**src/design/direct_mapped_hash_table_core_assert.svh**
```systemverilog
// Assertion macros shared by the hash table modules.
`ifndef DIRECT_MAPPED_HASH_TABLE_CORE_ASSERT_SVH
`define DIRECT_MAPPED_HASH_TABLE_CORE_ASSERT_SVH
`ifndef SYNTH
// Checks a condition at every clock edge outside reset.
`define DMHT_ASSERT(label, cond) \
    label: assert property (@(posedge clk) disable iff (!rst_n) (cond)) \
        else $error("hash table check failed");
// Checks that a trigger is followed by a condition in the next clock cycle.
`define DMHT_ASSERT_NEXT(label, ante, cons) \
    label: assert property (@(posedge clk) disable iff (!rst_n) (ante) |=> (cons)) \
        else $error("hash table check failed");
`else
`define DMHT_ASSERT(label, cond)
`define DMHT_ASSERT_NEXT(label, ante, cons)
`endif
`endif

```
**src/design/dmht_pkg.sv**
```systemverilog
// Types and constants shared by the direct-mapped hash table modules.
package dmht_pkg;

    localparam int TABLE_DEPTH      = 16;
    localparam int SLOT_W           = $clog2(TABLE_DEPTH);
    localparam int SIZE_W           = SLOT_W + 1;
    localparam int CNT_W            = $clog2(TABLE_DEPTH + 1);
    localparam int CFG_W            = 5;
    localparam int TABLE_SIZE_RESET = 10;
    localparam int KEY_W            = 31;
    localparam int VALUE_W          = 32;
    localparam int STATUS_W         = 3;
    localparam int SLOT_FIELD_W     = 4;
    localparam int COUNT_FIELD_W    = 5;
    localparam int STEP_W           = $clog2(KEY_W);
    localparam int QUEUE_DEPTH      = 2;
    localparam int QPTR_W           = $clog2(QUEUE_DEPTH);
    localparam int QCNT_W           = $clog2(QUEUE_DEPTH + 1);

    typedef enum logic
    {
        OP_INSERT = 1'b0,
        OP_REMOVE = 1'b1
    } op_t;

    typedef enum logic [STATUS_W-1:0]
    {
        ST_INSERTED  = 3'd0,
        ST_UPDATED   = 3'd1,
        ST_COLLISION = 3'd2,
        ST_REMOVED   = 3'd3,
        ST_NOT_FOUND = 3'd4
    } status_t;

    typedef enum logic [1:0]
    {
        FR_IDLE,
        FR_DIV,
        FR_PUSH
    } front_state_t;

    typedef struct packed
    {
        op_t                       op;
        logic [KEY_W-1:0]          key;
        logic signed [VALUE_W-1:0] value;
    } req_t;

    typedef struct packed
    {
        status_t                  status;
        logic [SLOT_FIELD_W-1:0]  slot;
        logic [COUNT_FIELD_W-1:0] entry_count;
    } rsp_t;

    typedef struct packed
    {
        op_t                       op;
        logic [KEY_W-1:0]          key;
        logic signed [VALUE_W-1:0] value;
        logic [SLOT_W-1:0]         slot;
    } job_t;

endpackage

```
**src/design/dmht_front.sv**
```systemverilog
// Front end: takes a request and works out its slot with a bit-serial modulo.
`include "direct_mapped_hash_table_core_assert.svh"

module dmht_front
(
    input  logic                       clk,
    input  logic                       rst_n,
    input  logic                       req_valid,
    output logic                       req_ready,
    input  dmht_pkg::req_t             req,
    input  logic [dmht_pkg::SIZE_W-1:0] divisor,
    output logic                       push,
    output dmht_pkg::job_t             push_job,
    input  logic                       full
);

    dmht_pkg::front_state_t            state_reg, state_next;
    dmht_pkg::req_t                    req_reg, req_next;
    logic [dmht_pkg::KEY_W-1:0]        shift_reg, shift_next;
    logic [dmht_pkg::SLOT_W-1:0]       rem_reg, rem_next;
    logic [dmht_pkg::STEP_W-1:0]       step_reg, step_next;
    logic [dmht_pkg::SIZE_W-1:0]       divisor_reg, divisor_next;
    logic [dmht_pkg::SIZE_W-1:0]       trial;

    always_ff @(posedge clk or negedge rst_n)
    begin
        if (!rst_n)
        begin
            state_reg <= dmht_pkg::FR_IDLE;
        end
        else
        begin
            state_reg <= state_next;
        end
    end

    always_ff @(posedge clk)
    begin
        req_reg     <= req_next;
        shift_reg   <= shift_next;
        rem_reg     <= rem_next;
        step_reg    <= step_next;
        divisor_reg <= divisor_next;
    end

    // One restoring-division step: bring down the next key bit and subtract if it fits.
    assign trial = {rem_reg, shift_reg[dmht_pkg::KEY_W-1]};

    always_comb
    begin
        state_next   = state_reg;
        req_next     = req_reg;
        shift_next   = shift_reg;
        rem_next     = rem_reg;
        step_next    = step_reg;
        divisor_next = divisor_reg;
        req_ready    = 1'b0;
        push         = 1'b0;
        case (state_reg)
            dmht_pkg::FR_IDLE:
            begin
                req_ready = 1'b1;
                if (req_valid)
                begin
                    req_next     = req;
                    shift_next   = req.key;
                    rem_next     = '0;
                    step_next    = '0;
                    divisor_next = divisor;
                    state_next   = dmht_pkg::FR_DIV;
                end
            end
            dmht_pkg::FR_DIV:
            begin
                if (trial >= divisor_reg)
                begin
                    rem_next = dmht_pkg::SLOT_W'(trial - divisor_reg);
                end
                else
                begin
                    rem_next = dmht_pkg::SLOT_W'(trial);
                end
                shift_next = shift_reg << 1;
                step_next  = step_reg + 1'b1;
                if (step_reg == dmht_pkg::STEP_W'(dmht_pkg::KEY_W - 1))
                begin
                    state_next = dmht_pkg::FR_PUSH;
                end
            end
            dmht_pkg::FR_PUSH:
            begin
                push = !full;
                if (!full)
                begin
                    state_next = dmht_pkg::FR_IDLE;
                end
            end
            default:
            begin
                state_next = dmht_pkg::FR_IDLE;
            end
        endcase
    end

    assign push_job.op    = req_reg.op;
    assign push_job.key   = req_reg.key;
    assign push_job.value = req_reg.value;
    assign push_job.slot  = rem_reg;

    `DMHT_ASSERT(a_rem_below_divisor, (state_reg == dmht_pkg::FR_IDLE) || (dmht_pkg::SIZE_W'(rem_reg) < divisor_reg))
    `DMHT_ASSERT(a_divisor_nonzero, (state_reg == dmht_pkg::FR_IDLE) || (divisor_reg != '0))
    `DMHT_ASSERT(a_push_only_with_room, !(push && full))

endmodule

```
**src/design/dmht_queue.sv**
```systemverilog
// Two-entry queue that carries hashed jobs from the front end to the table.
`include "direct_mapped_hash_table_core_assert.svh"

module dmht_queue
(
    input  logic           clk,
    input  logic           rst_n,
    input  logic           push,
    input  dmht_pkg::job_t push_job,
    output logic           full,
    input  logic           pop,
    output dmht_pkg::job_t pop_job,
    output logic           avail
);

    dmht_pkg::job_t                entry_reg [dmht_pkg::QUEUE_DEPTH];
    logic [dmht_pkg::QPTR_W-1:0]   wr_ptr_reg, wr_ptr_next;
    logic [dmht_pkg::QPTR_W-1:0]   rd_ptr_reg, rd_ptr_next;
    logic [dmht_pkg::QCNT_W-1:0]   count_reg, count_next;

    always_ff @(posedge clk or negedge rst_n)
    begin
        if (!rst_n)
        begin
            wr_ptr_reg <= '0;
            rd_ptr_reg <= '0;
            count_reg  <= '0;
        end
        else
        begin
            wr_ptr_reg <= wr_ptr_next;
            rd_ptr_reg <= rd_ptr_next;
            count_reg  <= count_next;
        end
    end

    always_ff @(posedge clk)
    begin
        if (push)
        begin
            entry_reg[wr_ptr_reg] <= push_job;
        end
    end

    always_comb
    begin
        wr_ptr_next = wr_ptr_reg;
        rd_ptr_next = rd_ptr_reg;
        count_next  = count_reg;
        if (push)
        begin
            if (wr_ptr_reg == dmht_pkg::QPTR_W'(dmht_pkg::QUEUE_DEPTH - 1))
            begin
                wr_ptr_next = '0;
            end
            else
            begin
                wr_ptr_next = wr_ptr_reg + 1'b1;
            end
        end
        if (pop)
        begin
            if (rd_ptr_reg == dmht_pkg::QPTR_W'(dmht_pkg::QUEUE_DEPTH - 1))
            begin
                rd_ptr_next = '0;
            end
            else
            begin
                rd_ptr_next = rd_ptr_reg + 1'b1;
            end
        end
        if (push && !pop)
        begin
            count_next = count_reg + 1'b1;
        end
        else if (pop && !push)
        begin
            count_next = count_reg - 1'b1;
        end
    end

    assign full    = (count_reg == dmht_pkg::QCNT_W'(dmht_pkg::QUEUE_DEPTH));
    assign avail   = (count_reg != '0);
    assign pop_job = entry_reg[rd_ptr_reg];

    `DMHT_ASSERT(a_no_overflow, !(push && full))
    `DMHT_ASSERT(a_no_underflow, !(pop && !avail))
    `DMHT_ASSERT(a_count_in_range, count_reg <= dmht_pkg::QCNT_W'(dmht_pkg::QUEUE_DEPTH))

endmodule

```
**src/design/dmht_back.sv**
```systemverilog
// Back end: the slot store, the entry count and the result register.
`include "direct_mapped_hash_table_core_assert.svh"

module dmht_back
(
    input  logic           clk,
    input  logic           rst_n,
    input  logic           job_avail,
    input  dmht_pkg::job_t job,
    output logic           job_pop,
    output logic           rsp_valid,
    input  logic           rsp_ready,
    output dmht_pkg::rsp_t rsp
);

    logic [dmht_pkg::TABLE_DEPTH-1:0]  slot_valid_reg, slot_valid_next;
    logic [dmht_pkg::KEY_W-1:0]        slot_key_reg   [dmht_pkg::TABLE_DEPTH];
    logic signed [dmht_pkg::VALUE_W-1:0] slot_value_reg [dmht_pkg::TABLE_DEPTH];
    logic [dmht_pkg::CNT_W-1:0]        count_reg, count_next;
    logic                              rsp_valid_reg, rsp_valid_next;
    dmht_pkg::rsp_t                    rsp_reg, rsp_next;
    logic                              hit_valid;
    logic                              key_match;
    logic                              wr_key;
    logic                              wr_value;
    dmht_pkg::status_t                 status;

    assign job_pop   = job_avail && (!rsp_valid_reg || rsp_ready);
    assign hit_valid = slot_valid_reg[job.slot];
    assign key_match = (slot_key_reg[job.slot] == job.key);

    always_comb
    begin
        slot_valid_next = slot_valid_reg;
        count_next      = count_reg;
        wr_key          = 1'b0;
        wr_value        = 1'b0;
        status          = dmht_pkg::ST_NOT_FOUND;
        case (job.op)
            dmht_pkg::OP_INSERT:
            begin
                if (!hit_valid)
                begin
                    status   = dmht_pkg::ST_INSERTED;
                    wr_key   = job_pop;
                    wr_value = job_pop;
                    if (job_pop)
                    begin
                        slot_valid_next[job.slot] = 1'b1;
                        count_next                = count_reg + 1'b1;
                    end
                end
                else if (key_match)
                begin
                    status   = dmht_pkg::ST_UPDATED;
                    wr_value = job_pop;
                end
                else
                begin
                    status = dmht_pkg::ST_COLLISION;
                end
            end
            dmht_pkg::OP_REMOVE:
            begin
                if (hit_valid && key_match)
                begin
                    status = dmht_pkg::ST_REMOVED;
                    if (job_pop)
                    begin
                        slot_valid_next[job.slot] = 1'b0;
                        if (count_reg != '0)
                        begin
                            count_next = count_reg - 1'b1;
                        end
                    end
                end
            end
            default:
            begin
                status = dmht_pkg::ST_NOT_FOUND;
            end
        endcase
    end

    always_comb
    begin
        rsp_valid_next = rsp_valid_reg;
        rsp_next       = rsp_reg;
        if (job_pop)
        begin
            rsp_valid_next       = 1'b1;
            rsp_next.status      = status;
            rsp_next.slot        = dmht_pkg::SLOT_FIELD_W'(job.slot);
            rsp_next.entry_count = dmht_pkg::COUNT_FIELD_W'(count_next);
        end
        else if (rsp_ready)
        begin
            rsp_valid_next = 1'b0;
        end
    end

    always_ff @(posedge clk or negedge rst_n)
    begin
        if (!rst_n)
        begin
            slot_valid_reg <= '0;
            count_reg      <= '0;
            rsp_valid_reg  <= 1'b0;
        end
        else
        begin
            slot_valid_reg <= slot_valid_next;
            count_reg      <= count_next;
            rsp_valid_reg  <= rsp_valid_next;
        end
    end

    always_ff @(posedge clk)
    begin
        rsp_reg <= rsp_next;
        if (wr_key)
        begin
            slot_key_reg[job.slot] <= job.key;
        end
        if (wr_value)
        begin
            slot_value_reg[job.slot] <= job.value;
        end
    end

    assign rsp_valid = rsp_valid_reg;
    assign rsp       = rsp_reg;

    `DMHT_ASSERT(a_count_matches_valid, $countones(slot_valid_reg) == int'(count_reg))
    `DMHT_ASSERT_NEXT(a_pop_fills_result, job_pop, rsp_valid_reg)
    `DMHT_ASSERT_NEXT(a_count_moves_on_pop, !job_pop, $stable(count_reg) && $stable(slot_valid_reg))

endmodule

```
**src/design/direct_mapped_hash_table_core.sv**
```systemverilog
// Top level of the direct-mapped hash table: configuration register and the three stages.
//
// A direct-mapped key/value table with sixteen slots and no collision resolution. Each
// request carries an operation (insert or remove), a 31-bit key and a 32-bit value; the
// key maps to slot = key mod table_size, where table_size comes from the configuration
// port (reset value 10, zero acts as one, anything above sixteen acts as sixteen). An
// insert fills an empty slot or updates the value when the stored key matches, and
// reports a collision otherwise; a remove clears the slot only when its key matches and
// reports not found otherwise. Every request produces exactly one result with a status,
// the slot and the number of occupied slots after the operation. The slot is found by a
// bit-serial restoring modulo that takes one key bit per clock, so the front end accepts a
// request, runs the modulo over the 31 key bits and then hands the job to a two-entry
// queue, waiting there while the queue is full; it takes a new request only once the last
// job has been handed on. The back end pops a job once its result register can take the
// result and updates the table, and the queue plus the output register let the front end
// keep working while a result waits to be taken. The valid bits are cleared at reset, so
// the table is ready at once with no clearing pass. Write the table size only while no
// request is in flight; it is sampled when a request is accepted.

module direct_mapped_hash_table_core
(
    input  logic                       clk,
    input  logic                       rst_n,
    input  logic                       req_valid,
    output logic                       req_ready,
    input  dmht_pkg::req_t             req,
    output logic                       rsp_valid,
    input  logic                       rsp_ready,
    output dmht_pkg::rsp_t             rsp,
    input  logic                       cfg_valid,
    output logic                       cfg_ready,
    input  logic [dmht_pkg::CFG_W-1:0] cfg_data
);

    logic [dmht_pkg::CFG_W-1:0]  table_size_reg, table_size_next;
    logic [dmht_pkg::SIZE_W-1:0] divisor;
    logic                        push;
    dmht_pkg::job_t              push_job;
    logic                        full;
    logic                        pop;
    dmht_pkg::job_t              pop_job;
    logic                        avail;

    // The configuration port never stalls.
    assign cfg_ready = 1'b1;

    always_comb
    begin
        table_size_next = table_size_reg;
        if (cfg_valid)
        begin
            table_size_next = cfg_data;
        end
    end

    always_ff @(posedge clk or negedge rst_n)
    begin
        if (!rst_n)
        begin
            table_size_reg <= dmht_pkg::CFG_W'(dmht_pkg::TABLE_SIZE_RESET);
        end
        else
        begin
            table_size_reg <= table_size_next;
        end
    end

    // Clamp the configured size into the range the table can serve.
    always_comb
    begin
        if (table_size_reg == '0)
        begin
            divisor = dmht_pkg::SIZE_W'(1);
        end
        else if (int'(table_size_reg) > dmht_pkg::TABLE_DEPTH)
        begin
            divisor = dmht_pkg::SIZE_W'(dmht_pkg::TABLE_DEPTH);
        end
        else
        begin
            divisor = dmht_pkg::SIZE_W'(table_size_reg);
        end
    end

    // The front end hashes one request at a time.
    dmht_front u_front
    (
        .clk       (clk),
        .rst_n     (rst_n),
        .req_valid (req_valid),
        .req_ready (req_ready),
        .req       (req),
        .divisor   (divisor),
        .push      (push),
        .push_job  (push_job),
        .full      (full)
    );

    // The queue decouples hashing from the table update.
    dmht_queue u_queue
    (
        .clk      (clk),
        .rst_n    (rst_n),
        .push     (push),
        .push_job (push_job),
        .full     (full),
        .pop      (pop),
        .pop_job  (pop_job),
        .avail    (avail)
    );

    // The back end owns the store and the result register.
    dmht_back u_back
    (
        .clk       (clk),
        .rst_n     (rst_n),
        .job_avail (avail),
        .job       (pop_job),
        .job_pop   (pop),
        .rsp_valid (rsp_valid),
        .rsp_ready (rsp_ready),
        .rsp       (rsp)
    );

endmodule
```
**config.mk**
```make
export PLATFORM = sky130hd
export DESIGN_NAME = direct_mapped_hash_table_core
export DESIGN_NICKNAME = d
export VERILOG_FILES = /design/src/design/dmht_pkg.sv /design/src/design/dmht_front.sv /design/src/design/dmht_queue.sv /design/src/design/dmht_back.sv /design/src/design/direct_mapped_hash_table_core.sv
export VERILOG_INCLUDE_DIRS = /design/src /design/src/design
export SDC_FILE = /design/constraint.sdc
export NUM_CORES = 1
export LEC_CHECK = 0
export ABC_AREA = 1
export ABC_CLOCK_PERIOD_IN_PS = 6100
export BUFFER_PORTS_ARGS = -buffer_cell sky130_fd_sc_hd__buf_2
export CORE_UTILIZATION = 45
export CTS_CLUSTER_DIAMETER = 80
export CTS_CLUSTER_SIZE = 14
export DETAILED_ROUTE_END_ITERATION = 10
export PLACE_DENSITY = 0.63
export SLEW_MARGIN = 20
export SYNTH_ARGS = -nofsm -noshare
export SYNTH_HDL_FRONTEND = slang
export SYNTH_SLANG_ARGS = --single-unit
```
**constraint.sdc**
```tcl
create_clock -name clk -period 6.1 [get_ports clk]
set_clock_uncertainty 0.15 [all_clocks]
set_input_delay 1.22 -clock clk [delete_from_list [all_inputs] [get_ports clk]]
set_output_delay 1.22 -clock clk [all_outputs]
set_load 0.005 [all_outputs]
```
### Word level (Yosys, flattened, before mapping)

Memories as Yosys holds them, arrays and structs flattened.
Cells that the tools add are included.

| storage, ports and cells | value |
|---|---|
| flip-flop bits (word level) | 154 |
| output and inout port bits | 15 |
| word-level logic and storage cells | 116 |
| RAM bits | 632 |
| bits in latches | 0 |
| ROM bits | 0 |
| memories kept | 2 |
| input port bits | 74 |

| cells by class | value |
|---|---|
| multiply operators | 0 |
| $lt $le $gt $ge | 4 |
| shift operators | 0 |
| reductions and logical operators | 22 |
| bitwise gates (word level) | 4 |
| add/subtract/negate cells | 8 |
| eq/ne operators | 12 |
| div/mod/pow operators | 0 |
| muxes and demuxes | 45 |

Memory list:

| name | depth | width | rd ports | clocked after memory_dff | write ports | line | text |
|---|---|---|---|---|---|---|---|
| u_back.slot_key_reg | 16 | 31 | 1 | 0 | 1 | dmht_back.sv:17 | `logic [dmht_pkg::KEY_W-1:0] slot_key_reg [dmht_pkg::TABLE_DEPTH];` |
| u_queue.entry_reg | 2 | 68 | 1 | 0 | 1 | dmht_queue.sv:16 | `dmht_pkg::job_t entry_reg [dmht_pkg::QUEUE_DEPTH];` |

Operator list:

| kind | number |
|---|---|
| $mux W16 | 4 |
| $pmux W31 S2 | 1 |
| $mux W5 | 7 |
| $pmux W16 S2 | 1 |
| $eq A31 B31 Y1 | 1 |
| $mux W31 | 1 |
| $pmux W5 S2 | 2 |
| $and A16 B16 Y16 | 1 |
| $not A16 Y16 | 1 |
| $or A16 B16 Y16 | 1 |
| $mux W1 | 14 |
| $mux W2 | 6 |
| $ne A2 B2 Y1 const B | 6 |
| $add A5 B1 Y5 const B | 2 |
| $mux W4 | 2 |
| $pmux W4 S2 | 1 |
| $reduce_bool A2 Y1 | 4 |
| $mux W3 | 2 |
| $pmux W2 S3 | 1 |
| $pmux W3 S2 | 1 |
| $eq A5 B5 Y1 const B | 1 |
| $ge A5 B5 Y1 | 1 |
| $gt A5 B5 Y1 const B | 1 |
| $logic_and A1 B1 Y1 | 5 |
| 22 further kinds | 28 |

### Depth between registers and ports, before layout

An unclocked memory read counts as a cell.

| logic depth | value |
|---|---|
| depth in word-level cells | 10 |
| depth in mapped cells | 25 |
| gate-level depth less buffers | 22 |

### Hierarchy

A second synthesis with hierarchy kept.

| second synthesis, totals | value |
|---|---|
| cell total of the unflattened synthesis | 2726 |
| area total of the unflattened synthesis | 31980.7 um^2 |

Modules (own cells, without submodules):

| module | sequential area each (um^2) | cells an instance | instances | area an instance (um^2) |
|---|---|---|---|---|
| dmht_back | 15805.2 | 2164 | 1 | 22386.5 |
| dmht_queue | 4184.0 | 237 | 1 | 5156.2 |
| dmht_front | 3323.2 | 293 | 1 | 4181.5 |
| direct_mapped_hash_table_core | 127.6 | 32 | 1 | 256.5 |

### Worst setup path before layout

Ideal clock, no wire load.

| timing | value |
|---|---|
| path kind | reg-to-reg |
| start | reg u_queue.rd_ptr_reg |
| end | mem u_back.slot_key_reg[0][0] (netlist bit) (enable) |
| setup slack | 1415 ps |
| library setup time | 458 ps |
| required time | 5492 ps |
| period minus slack after synthesis | 4685 ps |
| path buffers | 2 |
| stages on the path, launching flop included | 14 |
| arrival time | 4077 ps |
| path through | dfrtp_1 buf_6 nand2_2 nand2_4 buf_6 nand2_1 inv_1 a22oi_1 nand2_1 nand2_1 nand3_1 a21oi_2 nand3_1 nor3_1 |

| between the ends | value |
|---|---|
| longest elaborated chain between the ends | 7 |

RTL lines:

| element | line | text |
|---|---|---|
| from (decl) | dmht_queue.sv:18 | `logic [dmht_pkg::QPTR_W-1:0] rd_ptr_reg, rd_ptr_next;` |
| from (signal assigned) | dmht_queue.sv:32 | `rd_ptr_reg <= rd_ptr_next;` |
| $mem_v2 Z2 W68 (*) | n/a |  |
| $bmux W1 S4 | dmht_back.sv:29 | `assign hit_valid = slot_valid_reg[job.slot];` |
| $mux W1 (not written as such) | dmht_back.sv:29 |  |
| $mux W1 | dmht_back.sv:42 | `if (!hit_valid)` |
| $mux W1 | dmht_back.sv:39 | `case (job.op)` |
| $mux W1 | dmht_back.sv:121 | `if (wr_key)` |
| $mux W1 (not written as such) | dmht_back.sv:123 | `slot_key_reg[job.slot] <= job.key;` |
| to (decl) | dmht_back.sv:17 |  |

Mark *: on every way between the ends. The rest lies on a longest branch, timed or not. The select of a mux whose other input is x is not followed.

==> impl_metrics.env <==
export IMPL_hold_depth=0
export IMPL_p_switching_uw=5060
export IMPL_setup_violations=0
export IMPL_slew_headroom_pct=28.1
export IMPL_arrival_ns=5.27
export IMPL_path_common_cell="nand2_1"
export IMPL_clockRootBuffer="clkbuf_16"
export IMPL_fin_crit_sh_pct=80.7
export IMPL_area_growth_pct=8.98
export IMPL_vias=19900
export IMPL_tightestPinTransition_ns=1.08
export IMPL_worst_path_max_delay_cell="nor2_4"
export IMPL_power_frac_seq_pct=45.1
export IMPL_h_tree_depth=2
export IMPL_hold_buffers=0
export IMPL_gp_congestion=0.820
export IMPL_crit_buf_inv=3
export IMPL_busiest_layer="met2"
export IMPL_netSwitchingFraction_pct=35.9
export IMPL_worstSkewPairLatency_ns=0.61
export IMPL_routed_wl_um=69300
export IMPL_antenna_found_initial=0
export IMPL_antenna_cells=0
export IMPL_hold_viol=0
export IMPL_die_w_um=263
export IMPL_synth_enable_flop_cells=657
export IMPL_cap_violations=0
export IMPL_met2_usage_pct=35.2
export IMPL_layout_min_cycle_time_ns=4.92
export IMPL_drt_wirelength_per_cell_um=17.2
export IMPL_ys_flop_type="edfxtp_1"
export IMPL_rr_worst_depth=19
export IMPL_critPathLaunchType="register"
export IMPL_netlist_instances=3101
export IMPL_combPwrFrac_pct=31.9
export IMPL_fmax_ghz=0.203
export IMPL_crit_chain="buf_4 -> nand2_1 -> o21ai_2 -> inv_2 -> nor2_4 -> buf_4 -> nand2_1 -> nand2_1 -> o21bai_1 -> nand2_1 -> nand2_1 -> nor2_1 -> nand2_1 -> nor2_2 -> nand3_4 -> nand2_2 -> nand3_1 -> nand2_1 -> nand2_1"
export IMPL_cts_tree="done"
export IMPL_drv_slew=0
export IMPL_grt_usage_pct=20.1
export IMPL_grt_util_met1_pct=26.3
export IMPL_avgSynthCellArea_um2=9.86
export IMPL_use_met3_pct=2.12
export IMPL_io_buffers=55
export IMPL_clock_sink_count=690
export IMPL_async_flop_share_pct=4.78
export IMPL_antenna_left=0
export IMPL_grt_max_degree=116
export IMPL_netlist_area_um2=30600
export IMPL_peakVddDrop_mv=0.336
export IMPL_cpLargestDelayFamily="simple AND/OR/NAND/NOR gates"
export IMPL_yosys_warnings=0
export IMPL_max_stage_delay_ns=0.77
export IMPL_dp_hpwl_um=38700
export IMPL_layout_common_cells="nand2_1 (1,405), edfxtp_1 (657), inv_1 (459)"
export IMPL_cts_buffer_depth=3
export IMPL_timing_setup_tns_ns=0
export IMPL_drt_iter0_markers=1537
export IMPL_critPathRequiredTime_ns=6.45
export IMPL_floorplan_initialDensity_pct=45.5
export IMPL_cts_made_buffers=55
export IMPL_critPathCaptureType="register"
export IMPL_rows=95
export IMPL_final_common_cell="nand2_1"
export IMPL_grt_overflow_total=0
export IMPL_num_io_pins=89
export IMPL_cts_setup_buffers=0
export IMPL_power_density_nw_per_um2=423
export IMPL_synth_seq_area_share_pct=67.2
export IMPL_synth_distinct_cells=43
export IMPL_vias_per_cell=4.94
export IMPL_rsz0062_at_grt="false"
export IMPL_status="complete, no violations"
export IMPL_ys_ff_latch=690
export IMPL_cts_clk_slew_worst_paths_ns=0.07
export IMPL_path_max_fanout=48
export IMPL_first_pass_iters=5
export IMPL_cts_resized=0
export IMPL_core_region_area_um2=67200
export IMPL_path_class="reg2reg"
export IMPL_largest_reg_flops=496
export IMPL_drcViolationCount=0
export IMPL_nets=3233
export IMPL_power_static_leakage_uw=0.0150
export IMPL_grt_pass1_vias=19000
export IMPL_internal_power_uw=9030
export IMPL_cp_num_cells=19
export IMPL_die_y_um=263
export IMPL_whs_ns=0.292
export IMPL_hold_path_class="reg2reg"
export IMPL_drive_gt1_share_pct=6.90
export IMPL_power_frac_clock_pct=22.9
export IMPL_grt_first_pass_wirelength_um=107000
export IMPL_die_area_um2=69000
export IMPL_synthesis_nets=3188
-- cells by family (layout without fill, tap and decap cells) --
kind of cell    after synthesis  after routing  synth area share, %
xor+xnor                     10             10                0.286
fa+ha+maj                    13             13                0.557
flops                       690            690                 67.2
mux                           3              3                0.110
simple gates               1625           1625                 20.9
buf+inv                     596            655                 7.91
compound gates              163            163                 2.98
other cells                   1              1               0.0123
-- synthesized netlist by cell type, types with 2 or more instances --
library cell | number | area [um2]
nor2_1 | 110 | 413
nand2_2 | 3 | 18.8
xor2_1 | 8 | 70.1
nor2_4 | 3 | 33.8
mux2_2 | 3 | 33.8
buf_2 | 36 | 180
buf_6 | 10 | 113
nand2_1 | 1405 | 5270
o21ai_0 | 93 | 465
xnor2_1 | 2 | 17.5
buf_4 | 16 | 120
o21ai_1 | 20 | 100
nand2_4 | 3 | 33.8
nor2_2 | 2 | 12.5
inv_1 | 471 | 1770
nand4_1 | 6 | 37.5
o21bai_1 | 20 | 150
a22oi_1 | 8 | 60.1
o21ai_2 | 3 | 26.3
ha_1 | 12 | 150
nor3_1 | 16 | 80.1
dfstp_2 | 2 | 52.6
clkbuf_1 | 41 | 154
or2_2 | 2 | 12.5
inv_2 | 5 | 18.8
a21oi_1 | 14 | 70.1
edfxtp_1 | 657 | 19700
nand3b_1 | 29 | 218
buf_1 | 15 | 56.3
nand3_1 | 43 | 215
dfrtp_1 | 31 | 776
-- through the flow --
| stage | area (um2) | instances | setup slack (ns) | power, uW | utilization (%) |
|---|---|---|---|---|---|
| after floorplan | 30600 | 3101 | 1.42 | 9550 | - |
| after global placement | 31800 | 3962 | 1.31 | 10800 | 47.4 |
| after detailed placement | 31800 | 3962 | 1.19 | 10900 | 47.4 |
| after CTS | 33300 | 4033 | 1.17 | 14200 | 49.6 |
| after global routing | 33300 | 4033 | 0.810 | 14900 | 49.6 |
| final | 33300 | 4033 | 1.18 | 14100 | 49.6 |
-- layer usage --
layer | share of wire (%) | wire length, um | vias up
li1 | - | - | 9810
met3 | 5.1 | 3520 | 113
met5 | 0 | 0 | -
met4 | 2.6 | 1770 | 0
met1 | 43 | 30000 | 9473
met2 | 49 | 34000 | 515
-- worst reg2reg max path, cell delays in order, from the launching register on --
cell and delay (ns):
dfrtp_2 0.43, buf_4 0.46, nand2_1 0.14, o21ai_2 0.18, inv_2 0.12, nor2_4 0.77
buf_4 0.37, nand2_1 0.08, nand2_1 0.09, o21bai_1 0.07, nand2_1 0.20, nand2_1 0.08
nor2_1 0.25, nand2_1 0.18, nor2_2 0.35, nand3_4 0.21, nand2_2 0.36, nand3_1 0.14
nand2_1 0.11, nand2_1 0.06
-- cell type report --
cell class | count | area (um2)
fill | 5893 | 33800
multi-input combinational | 1815 | 7670
timing repair buffer | 106 | 721
inverter | 478 | 1800
tap | 873 | 1090
sequential | 690 | 20600
clock inverter | 2 | 13.8
clock buffer | 69 | 1470
-- power groups by stage --
stage | registers [uW] | clock network (uW) | logic [uW]
finish | 6360 | 3230 | 4500
global route | 6400 | 3450 | 5080
CTS | 6360 | 3300 | 4510
detailed placement | 6460 | 0 | 4490
global placement | 6440 | 0 | 4370
floorplan | 6400 | 0 | 3150
-- final timing paths --
check,from,to,slack [ns]
worst max-delay path,u_queue.rd_ptr_reg,register,1.18
worst min-delay path,u_front.push_job[50],u_queue.entry_reg[0][50],0.29
worst max register to register,u_queue.rd_ptr_reg,register,1.18
worst min register to register,u_front.push_job[50],u_queue.entry_reg[0][50],0.29
max in group asynchronous,rst_n,u_queue.rd_ptr_reg,4.69
min in group asynchronous,rst_n,u_queue.count_reg[1],0.54
No activity file was read; power rests on OpenSTA's default activity.
